File: src/rtl/utf8_stream_decoder_assert.svh
// assertion macros shared by the utf8 stream decoder rtl
// expects signals clk and arst_n in the scope where a macro is used
`ifndef UTF8_STREAM_DECODER_ASSERT_SVH
`define UTF8_STREAM_DECODER_ASSERT_SVH

// property that must hold at every clock edge out of reset
`define UTF8D_ASSERT_ALWAYS(label, expr, msg) \
	label: assert property (@(posedge clk) disable iff (!arst_n) (expr)) else $error(msg);

// antecedent in one cycle implies consequent in the next cycle
`define UTF8D_ASSERT_NEXT(label, ante, cons, msg) \
	label: assert property (@(posedge clk) disable iff (!arst_n) (ante) |=> (cons)) \
		else $error(msg);

`endif

File: src/rtl/utf8d_pkg.sv
// types, constants and lead byte classification for the utf8 stream decoder
// no dependencies
package utf8d_pkg;

	localparam int unsigned BYTE_W    = 8;
	localparam int unsigned CP_W      = 31;
	localparam int unsigned LEN_W     = 3;
	localparam int unsigned PAYLOAD_W = 7;
	localparam int unsigned TDATA_W   = ((CP_W + LEN_W + 7) / 8) * 8;
	localparam int unsigned TUSER_W   = 1;
	localparam logic [LEN_W-1:0] MAX_SEQ_LEN = 3'd6;

	// sequence state carried from byte to byte
	typedef struct packed {
		logic [LEN_W-1:0] remaining;
		logic [CP_W-1:0]  acc;
		logic [LEN_W-1:0] exp_len;
	} utf8d_state_t;

	// result of one byte
	typedef struct packed {
		logic             emit;
		logic             invalid;
		logic [CP_W-1:0]  code_point;
		logic [LEN_W-1:0] seq_length;
	} utf8d_result_t;

	// lead byte class: length zero marks a bad lead
	typedef struct packed {
		logic [LEN_W-1:0]     len;
		logic [PAYLOAD_W-1:0] payload;
	} utf8d_lead_t;

	function automatic utf8d_lead_t lead_decode(input logic [BYTE_W-1:0] b);
		utf8d_lead_t r;
		r.len = '0;
		r.payload = '0;
		priority if (b[7] == 1'b0) begin
			r.len = 3'd1;
			r.payload = b[6:0];
		end else if (b[7:5] == 3'b110) begin
			r.len = 3'd2;
			r.payload = {2'b00, b[4:0]};
		end else if (b[7:4] == 4'b1110) begin
			r.len = 3'd3;
			r.payload = {3'b000, b[3:0]};
		end else if (b[7:3] == 5'b11110) begin
			r.len = 3'd4;
			r.payload = {4'b0000, b[2:0]};
		end else if (b[7:2] == 6'b111110) begin
			r.len = 3'd5;
			r.payload = {5'b00000, b[1:0]};
		end else if (b[7:1] == 7'b1111110) begin
			r.len = MAX_SEQ_LEN;
			r.payload = {6'b000000, b[0]};
		end else begin
			r.len = '0;
			r.payload = '0;
		end
		return r;
	endfunction

endpackage

File: src/rtl/utf8d_step.sv
// next state and result for one byte of the utf8 stream
// depends on utf8d_pkg
module utf8d_step (
	input  logic [utf8d_pkg::BYTE_W-1:0] data_byte,
	input  utf8d_pkg::utf8d_state_t      cur,
	output utf8d_pkg::utf8d_state_t      nxt,
	output utf8d_pkg::utf8d_result_t     res
);

	utf8d_pkg::utf8d_lead_t        lead;
	logic                          is_cont;
	logic [utf8d_pkg::CP_W-1:0]    acc_shift;
	logic [utf8d_pkg::LEN_W-1:0]   rem_dec;

	assign lead      = utf8d_pkg::lead_decode(data_byte);
	assign is_cont   = (data_byte[7:6] == 2'b10);
	assign acc_shift = {cur.acc[utf8d_pkg::CP_W-7:0], data_byte[5:0]};
	assign rem_dec   = cur.remaining - 3'd1;

	// sequence walker
	always_comb begin
		nxt = '0;
		res = '0;
		if (cur.remaining != '0) begin
			if (!is_cont) begin
				// bad continuation, count bytes used including this one
				res.emit = 1'b1;
				res.invalid = 1'b1;
				res.seq_length = cur.exp_len - cur.remaining + 3'd1;
			end else if (rem_dec == '0) begin
				res.emit = 1'b1;
				res.code_point = acc_shift;
				res.seq_length = cur.exp_len;
			end else begin
				nxt.remaining = rem_dec;
				nxt.acc = acc_shift;
				nxt.exp_len = cur.exp_len;
			end
		end else if (lead.len == '0) begin
			// bad lead
			res.emit = 1'b1;
			res.invalid = 1'b1;
			res.seq_length = 3'd1;
		end else if (lead.len == 3'd1) begin
			res.emit = 1'b1;
			res.code_point = {{(utf8d_pkg::CP_W-utf8d_pkg::PAYLOAD_W){1'b0}}, lead.payload};
			res.seq_length = 3'd1;
		end else begin
			nxt.remaining = lead.len - 3'd1;
			nxt.acc = {{(utf8d_pkg::CP_W-utf8d_pkg::PAYLOAD_W){1'b0}}, lead.payload};
			nxt.exp_len = lead.len;
		end
	end

endmodule

File: src/rtl/utf8_stream_decoder.sv
// utf8 stream decoder, one- to six-byte sequences, 31-bit code points
// registers: input register, then result register loaded from the byte that ends a sequence
// throughput: one byte per clock while the result register is free or drains, sequence state updated per byte
// reset: arst_n asynchronous, clears both valid stages and the sequence state to idle
// depends on utf8d_pkg, utf8d_step and utf8_stream_decoder_assert.svh
`include "utf8_stream_decoder_assert.svh"

module utf8_stream_decoder (
	input  logic                          clk,
	input  logic                          arst_n,
	input  logic                          s_axis_tvalid,
	output logic                          s_axis_tready,
	input  logic [utf8d_pkg::BYTE_W-1:0]  s_axis_tdata,   // [7:0] data_byte
	output logic                          m_axis_tvalid,
	input  logic                          m_axis_tready,
	output logic [utf8d_pkg::TDATA_W-1:0] m_axis_tdata,   // [30:0] code_point, [33:31] seq_length
	output logic [utf8d_pkg::TUSER_W-1:0] m_axis_tuser    // [0] invalid
);

	logic                          valid_s1;
	logic [utf8d_pkg::BYTE_W-1:0]  data_byte_s1;
	logic                          adv_s1;
	utf8d_pkg::utf8d_state_t       state_q;
	utf8d_pkg::utf8d_state_t       state_nxt;
	utf8d_pkg::utf8d_result_t      res;
	logic                          valid_s2;
	logic                          invalid_s2;
	logic [utf8d_pkg::CP_W-1:0]    code_point_s2;
	logic [utf8d_pkg::LEN_W-1:0]   seq_length_s2;

	// handshake: stage 1 moves on when the result register is free or drains
	assign adv_s1        = valid_s1 && (!valid_s2 || m_axis_tready);
	assign s_axis_tready = !valid_s1 || adv_s1;

	// input register
	always_ff @(posedge clk or negedge arst_n) begin
		if (!arst_n) begin
			valid_s1 <= 1'b0;
		end else if (s_axis_tready) begin
			valid_s1 <= s_axis_tvalid;
		end
	end

	always_ff @(posedge clk) begin
		if (s_axis_tready && s_axis_tvalid) begin
			data_byte_s1 <= s_axis_tdata;
		end
	end

	// per-byte decode
	utf8d_step u_step (
		.data_byte (data_byte_s1),
		.cur       (state_q),
		.nxt       (state_nxt),
		.res       (res)
	);

	// sequence state
	always_ff @(posedge clk or negedge arst_n) begin
		if (!arst_n) begin
			state_q <= '0;
		end else if (adv_s1) begin
			state_q <= state_nxt;
		end
	end

	// result register
	always_ff @(posedge clk or negedge arst_n) begin
		if (!arst_n) begin
			valid_s2 <= 1'b0;
		end else if (adv_s1 && res.emit) begin
			valid_s2 <= 1'b1;
		end else if (m_axis_tready) begin
			valid_s2 <= 1'b0;
		end
	end

	always_ff @(posedge clk) begin
		if (adv_s1 && res.emit) begin
			invalid_s2 <= res.invalid;
			code_point_s2 <= res.code_point;
			seq_length_s2 <= res.seq_length;
		end
	end

	// output word
	assign m_axis_tvalid = valid_s2;
	assign m_axis_tdata  = {{(utf8d_pkg::TDATA_W-utf8d_pkg::CP_W-utf8d_pkg::LEN_W){1'b0}},
		seq_length_s2, code_point_s2};
	assign m_axis_tuser  = invalid_s2;

	// checks
	`UTF8D_ASSERT_ALWAYS(a_rem_below_len,
		(state_q.remaining == '0) || ((state_q.exp_len > state_q.remaining) &&
		(state_q.exp_len <= utf8d_pkg::MAX_SEQ_LEN)), "remaining count out of step with length")
	`UTF8D_ASSERT_ALWAYS(a_idle_clear,
		(state_q.remaining != '0) || ((state_q.acc == '0) && (state_q.exp_len == '0)),
		"idle state not cleared")
	`UTF8D_ASSERT_ALWAYS(a_len_range,
		!valid_s2 || ((seq_length_s2 != '0) && (seq_length_s2 <= utf8d_pkg::MAX_SEQ_LEN)),
		"result length out of range")
	`UTF8D_ASSERT_ALWAYS(a_invalid_zero,
		!valid_s2 || !invalid_s2 || (code_point_s2 == '0), "invalid result with nonzero code point")
	`UTF8D_ASSERT_NEXT(a_ascii_emits,
		adv_s1 && (state_q.remaining == '0) && !data_byte_s1[7],
		valid_s2 && !invalid_s2 && (seq_length_s2 == 3'd1), "ascii byte did not give a result")

endmodule

File: config.mk
export PLATFORM = sky130hd
export DESIGN_NAME = utf8_stream_decoder
export DESIGN_NICKNAME = d
export VERILOG_FILES = /design/src/rtl/utf8d_pkg.sv /design/src/rtl/utf8d_step.sv /design/src/rtl/utf8_stream_decoder.sv
export VERILOG_INCLUDE_DIRS = /design/src /design/src/rtl
export SDC_FILE = /design/constraint.sdc
export NUM_CORES = 1
export LEC_CHECK = 0
export ABC_AREA = 1
export ABC_CLOCK_PERIOD_IN_PS = 3500
export BUFFER_PORTS_ARGS = -buffer_cell sky130_fd_sc_hd__buf_2
export CAP_MARGIN = 0
export CORE_ASPECT_RATIO = 0.75
export CORE_MARGIN = 2
export CORE_UTILIZATION = 45
export DETAILED_ROUTE_END_ITERATION = 12
export PLACE_DENSITY = 0.67
export SLEW_MARGIN = 25
export SYNTH_ARGS = -nofsm -noshare
export SYNTH_HDL_FRONTEND = slang
export SYNTH_HIERARCHICAL = 1
export SYNTH_SLANG_ARGS = --single-unit
export TNS_END_PERCENT = 30
File: constraint.sdc
create_clock -name clk -period 3.5 [get_ports clk]
set_input_delay 0.175 -clock clk [delete_from_list [all_inputs] [get_ports clk]]
set_output_delay 0.175 -clock clk [all_outputs]
set_load 0.01 [all_outputs]
======== After elaboration in Yosys (flattened, before gate mapping) ========
Cells that the tools add are included.
cells by class
  bitwise operators ....................... 0
  reduce and logical (&&, ||, !) cells .... 12
  multipliers ............................. 0
  shift-type cells ........................ 0
  $add $sub $neg .......................... 4
  mux-type cells .......................... 26
  order comparisons ....................... 0
  divide/modulo/power cells ............... 0
  equal/unequal tests ..................... 8
operators with widths
  operator               count
  $mux W37               5
  $mux W10               7
  $mux W36               1
  $mux W34               1
  $mux W31               1
  $mux W1                8
  $eq A7 B7 Y1 const B   1
  $mux W7                1
  $eq A6 B6 Y1 const B   1
  $logic_not A3 Y1       2
  $mux W3                2
  $sub A3 B1 Y3 const B  2
  $eq A5 B5 Y1 const B   1
  $eq A4 B4 Y1 const B   1
  $add A3 B1 Y3 const B  1
  $eq A3 B1 Y1 const B   1
  $eq A3 B3 Y1 const B   1
  $logic_and A1 B1 Y1    3
  $ne A3 B3 Y1 const B   1
  $reduce_bool A3 Y1     1
  $sub A3 B3 Y3          1
  $eq A2 B2 Y1 const B   1
  $logic_not A1 Y1       2
  $logic_or A1 B1 Y1     2
  other kinds (2)        2
storage, ports and cells
  register bits ........................... 76
  ROM bits ................................ 0
  memory bits (writable) .................. 0
  input bits .............................. 12
  memories ................................ 0
  word-level logic and storage cells ...... 59
  bits in latches ......................... 0

======== Depth between registers and ports, before layout ========
  depth in word-level cells ............... 13
  gate-level depth with buffers ........... 15

======== Cells and area by module ========
The synthesis kept the hierarchy.
by module, submodules not included
  module               area each (sq um)  times used  cells each
  utf8_stream_decoder  2905.3             1           223
  utf8d_step           1142.3             1           212

======== Worst setup path after synthesis ========
OpenSTA, ideal clock, no wires.
  path type ............................... register to register
  from .................................... register data_byte_s1[7] (netlist bit)
  to ...................................... register code_point_s2[0] (netlist bit) (enable)
  cell stages (with the launch flop) ...... 14
  path buffers ............................ 1
  path slack .............................. -0.049 ns
  arrival time ............................ 3.122 ns
  library setup time ...................... 0.427 ns
  path through ............................ edfxtp_1 > buf_4 > nand2_1 > nor2_2 > nand2_2 > inv_1 > nor2_1 > ha_1 > nand4_2 > nand2_4 > inv_1 > nor2_1 > inv_1 > nor2_1
RTL lines
  element                 RTL line                   source
  from (decl)             utf8_stream_decoder.sv:21  logic [utf8d_pkg::BYTE_W-1:0] data_byte_s1;
  from (signal assigned)  utf8_stream_decoder.sv:46  data_byte_s1 <= s_axis_tdata;
  to (signal assigned)    utf8_stream_decoder.sv:81  code_point_s2 <= res.code_point;
  to (decl)               utf8_stream_decoder.sv:28  logic [utf8d_pkg::CP_W-1:0] code_point_s2;

==> flow_summary.ini <==
[final_layout]
area_growth_pct = 14.2
drive_gt1_share_pct = 20.3
multi_input_area_sq_mm = 0.00131
seqCellArea_sq_mm = 0.00212
num-fill-cells = 755
fin_nets = 469
diodes = 0

[setup_path]
critical_path.top_delay_family = simple AND/OR/NAND/NOR gates
critPathMaxFanout = 25
r2r_cells = 13
reg2reg_setup_slack_ns = 0.56
arrival_ns = 2.97
critPathMaxStageDelay_ns = 0.50
worstSetupStartpointType = flip-flop
r2r-start = data_byte_s1[7]
worstPathRequired_ns = 3.53
r2r-end = code_point_s2[13]
crit_chain = nand2_1 > nor2_2 > nand2_2 > inv_1 > nor2_1 > ha_1 > nand4_2 > nand2_4 > inv_1 > nor2_1 > inv_1 > nor2_4 > buf_12
crit_type = reg2reg
timing.critical_path.buf_inv = 4
cp_common_cell = inv_1
slowest_stage = edfxtp_1
end_kind = flip-flop

[power]
p_comb_share_pct = 33.0
p_int_mw = 2.03
clockPowerShare_pct = 26.8
sequentialPowerShare_pct = 40.2
max-vdd-ir-drop_uv = 316
power_mw = 3.27
switching_share_pct = 37.9
power_density_mw_per_mm2 = 754
power_switching_mw = 1.24
power.leakage_nw = 1.96

[detailed_routing]
routed_wl_microns = 7920
drtIter0Drc = 174
drc = 0
dr.pass1.iters = 5
vias = 2824
wl_per_cell_microns = 14.2
ant_nets = 0
vias_per_cell = 5.06

[placed_design]
hpwl_microns = 5230
gp_congestion = 0.924
port_buffers = 48

[synth]
syn_inst = 405
yosysWarnings = 6
synth_area_sq_mm = 0.00380
avgSynthCellArea_sq_um = 9.38

[floorplan]
die_y_microns = 83.6
ioPinCount = 55
start_util_pct = 47.2
die_w_microns = 110
rows = 28
fp.coreArea_sq_mm = 0.00806
dieArea_sq_mm = 0.00920

[sta]
period_share_pct = 83.9
max_slew.worst_pin.slew_ns = 0.751
final-hold-violation-count = 0
finalCriticalPeriod_ns = 2.94
fin_worst_skew_ns = 0.0107
fmax_ghz = 0.340
tns_ns = 0
relSlewSlack_pct = 49.9
slew_violations = 0
rsz0062_at_grt = false
setup_viol = 0
holdWs_ns = 0.0128

[global_route]
grt_pass1_wl_microns = 12900
antenna_found_initial = 0
grt_max_degree = 34
grt_util_all_layers_pct = 18.3
grt_overflow_total = 0
grt_pass1_vias = 2549

[outcome]
status = completed

[worst_hold_path]
hp-start = s_axis_tdata[4]
worst_hold_path_type = in2reg
worst_hold_path.endpoint = data_byte_s1[4]
hold_depth = 1

[cts]
cts-hold-fix-buffers = 1
root_buffer = clkbuf_16
clock-sinks = 76
clockBufferDepth = 2
cts_tree = done
post_cts_buffers = 0
cts-buffers-inserted = 9
clkLatencyLatePin_ns = 0.34
ctsResizeCount = 0
htreeDepth = 3
clk_pin_slew_ns = 0.06

[flow_run]
maxCapViolCount = 0
[how the worst max path moves through the flow]
stage | end | cells after the start | from
2_1_floorplan | code_point_s2[0] | 13 | data_byte_s1[7]
3_5_place_dp | code_point_s2[15] | 13 | data_byte_s1[7]
6_report | code_point_s2[13] | 13 | data_byte_s1[7]
5_1_grt | code_point_s2[13] | 13 | data_byte_s1[7]
3_3_place_gp | code_point_s2[15] | 13 | data_byte_s1[7]
4_1_cts | code_point_s2[13] | 13 | data_byte_s1[7]
[sequential cells by signal (all words and copies together), names as in the netlist]
register,flops
m_axis_tuser,1
state_q,31
valid_s1,1
data_byte_s1,8
m_axis_tvalid,1
seq_length_s2,3
code_point_s2,31
[through the flow]
stage	worst slack, ns	std cells	area, sq um	utilization (%)
2_1_floorplan	0.523	410	3820	-
3_3_place_gp	0.741	541	4050	50.2
3_5_place_dp	0.627	541	4050	50.2
4_1_cts	0.589	558	4340	53.9
5_1_grt	0.403	558	4340	53.9
6_report	0.563	558	4340	53.9
[power by group through the flow]
stage	sequential [mW]	clock, mW	combinational [mW]
floorplan	1.39	0	0.727
global placement	1.33	0	1.07
detailed placement	1.33	0	1.08
CTS	1.32	0.892	1.09
global route	1.34	0.934	1.19
finish	1.32	0.876	1.08
[final cells by class]
cell class | instances | area share, %
flip-flops and latches | 76 | 48.8
multi-input cells | 255 | 30.2
repair buffers | 53 | 6.75
clock buffers | 9 | 5.19
inverters | 53 | 4.76
well taps | 105 | 3.03
clock inverters | 7 | 1.33
[per-layer routing]
| layer | up-vias | track usage [%] | share of wire [%] |
|---|---|---|---|
| li1 | 1396 | - | - |
| met1 | 1308 | 27.9 | 49 |
| met2 | 113 | 25.8 | 44 |
| met3 | 7 | 5.39 | 7.1 |
| met4 | 0 | 3.86 | 0.76 |
| met5 | - | 0 | 0 |
[cell usage in the layout (no fill, tap or decap), drive strengths merged]
cell,count
buf,52
edfxtp,43
ha,9
clkinv,3
nand4,4
nor2,39
o211ai,2
o22ai,6
dlygate4sd3,1
clkbuf,9
o21bai,1
nor3,25
a21oi,4
o21ai,14
a211oi,1
conb,6
nand2,99
xor2,1
clkinvlp,2
nand3,42
inv,55
xnor2,2
dfrtp,33
(Power assumes the default switching activity.)
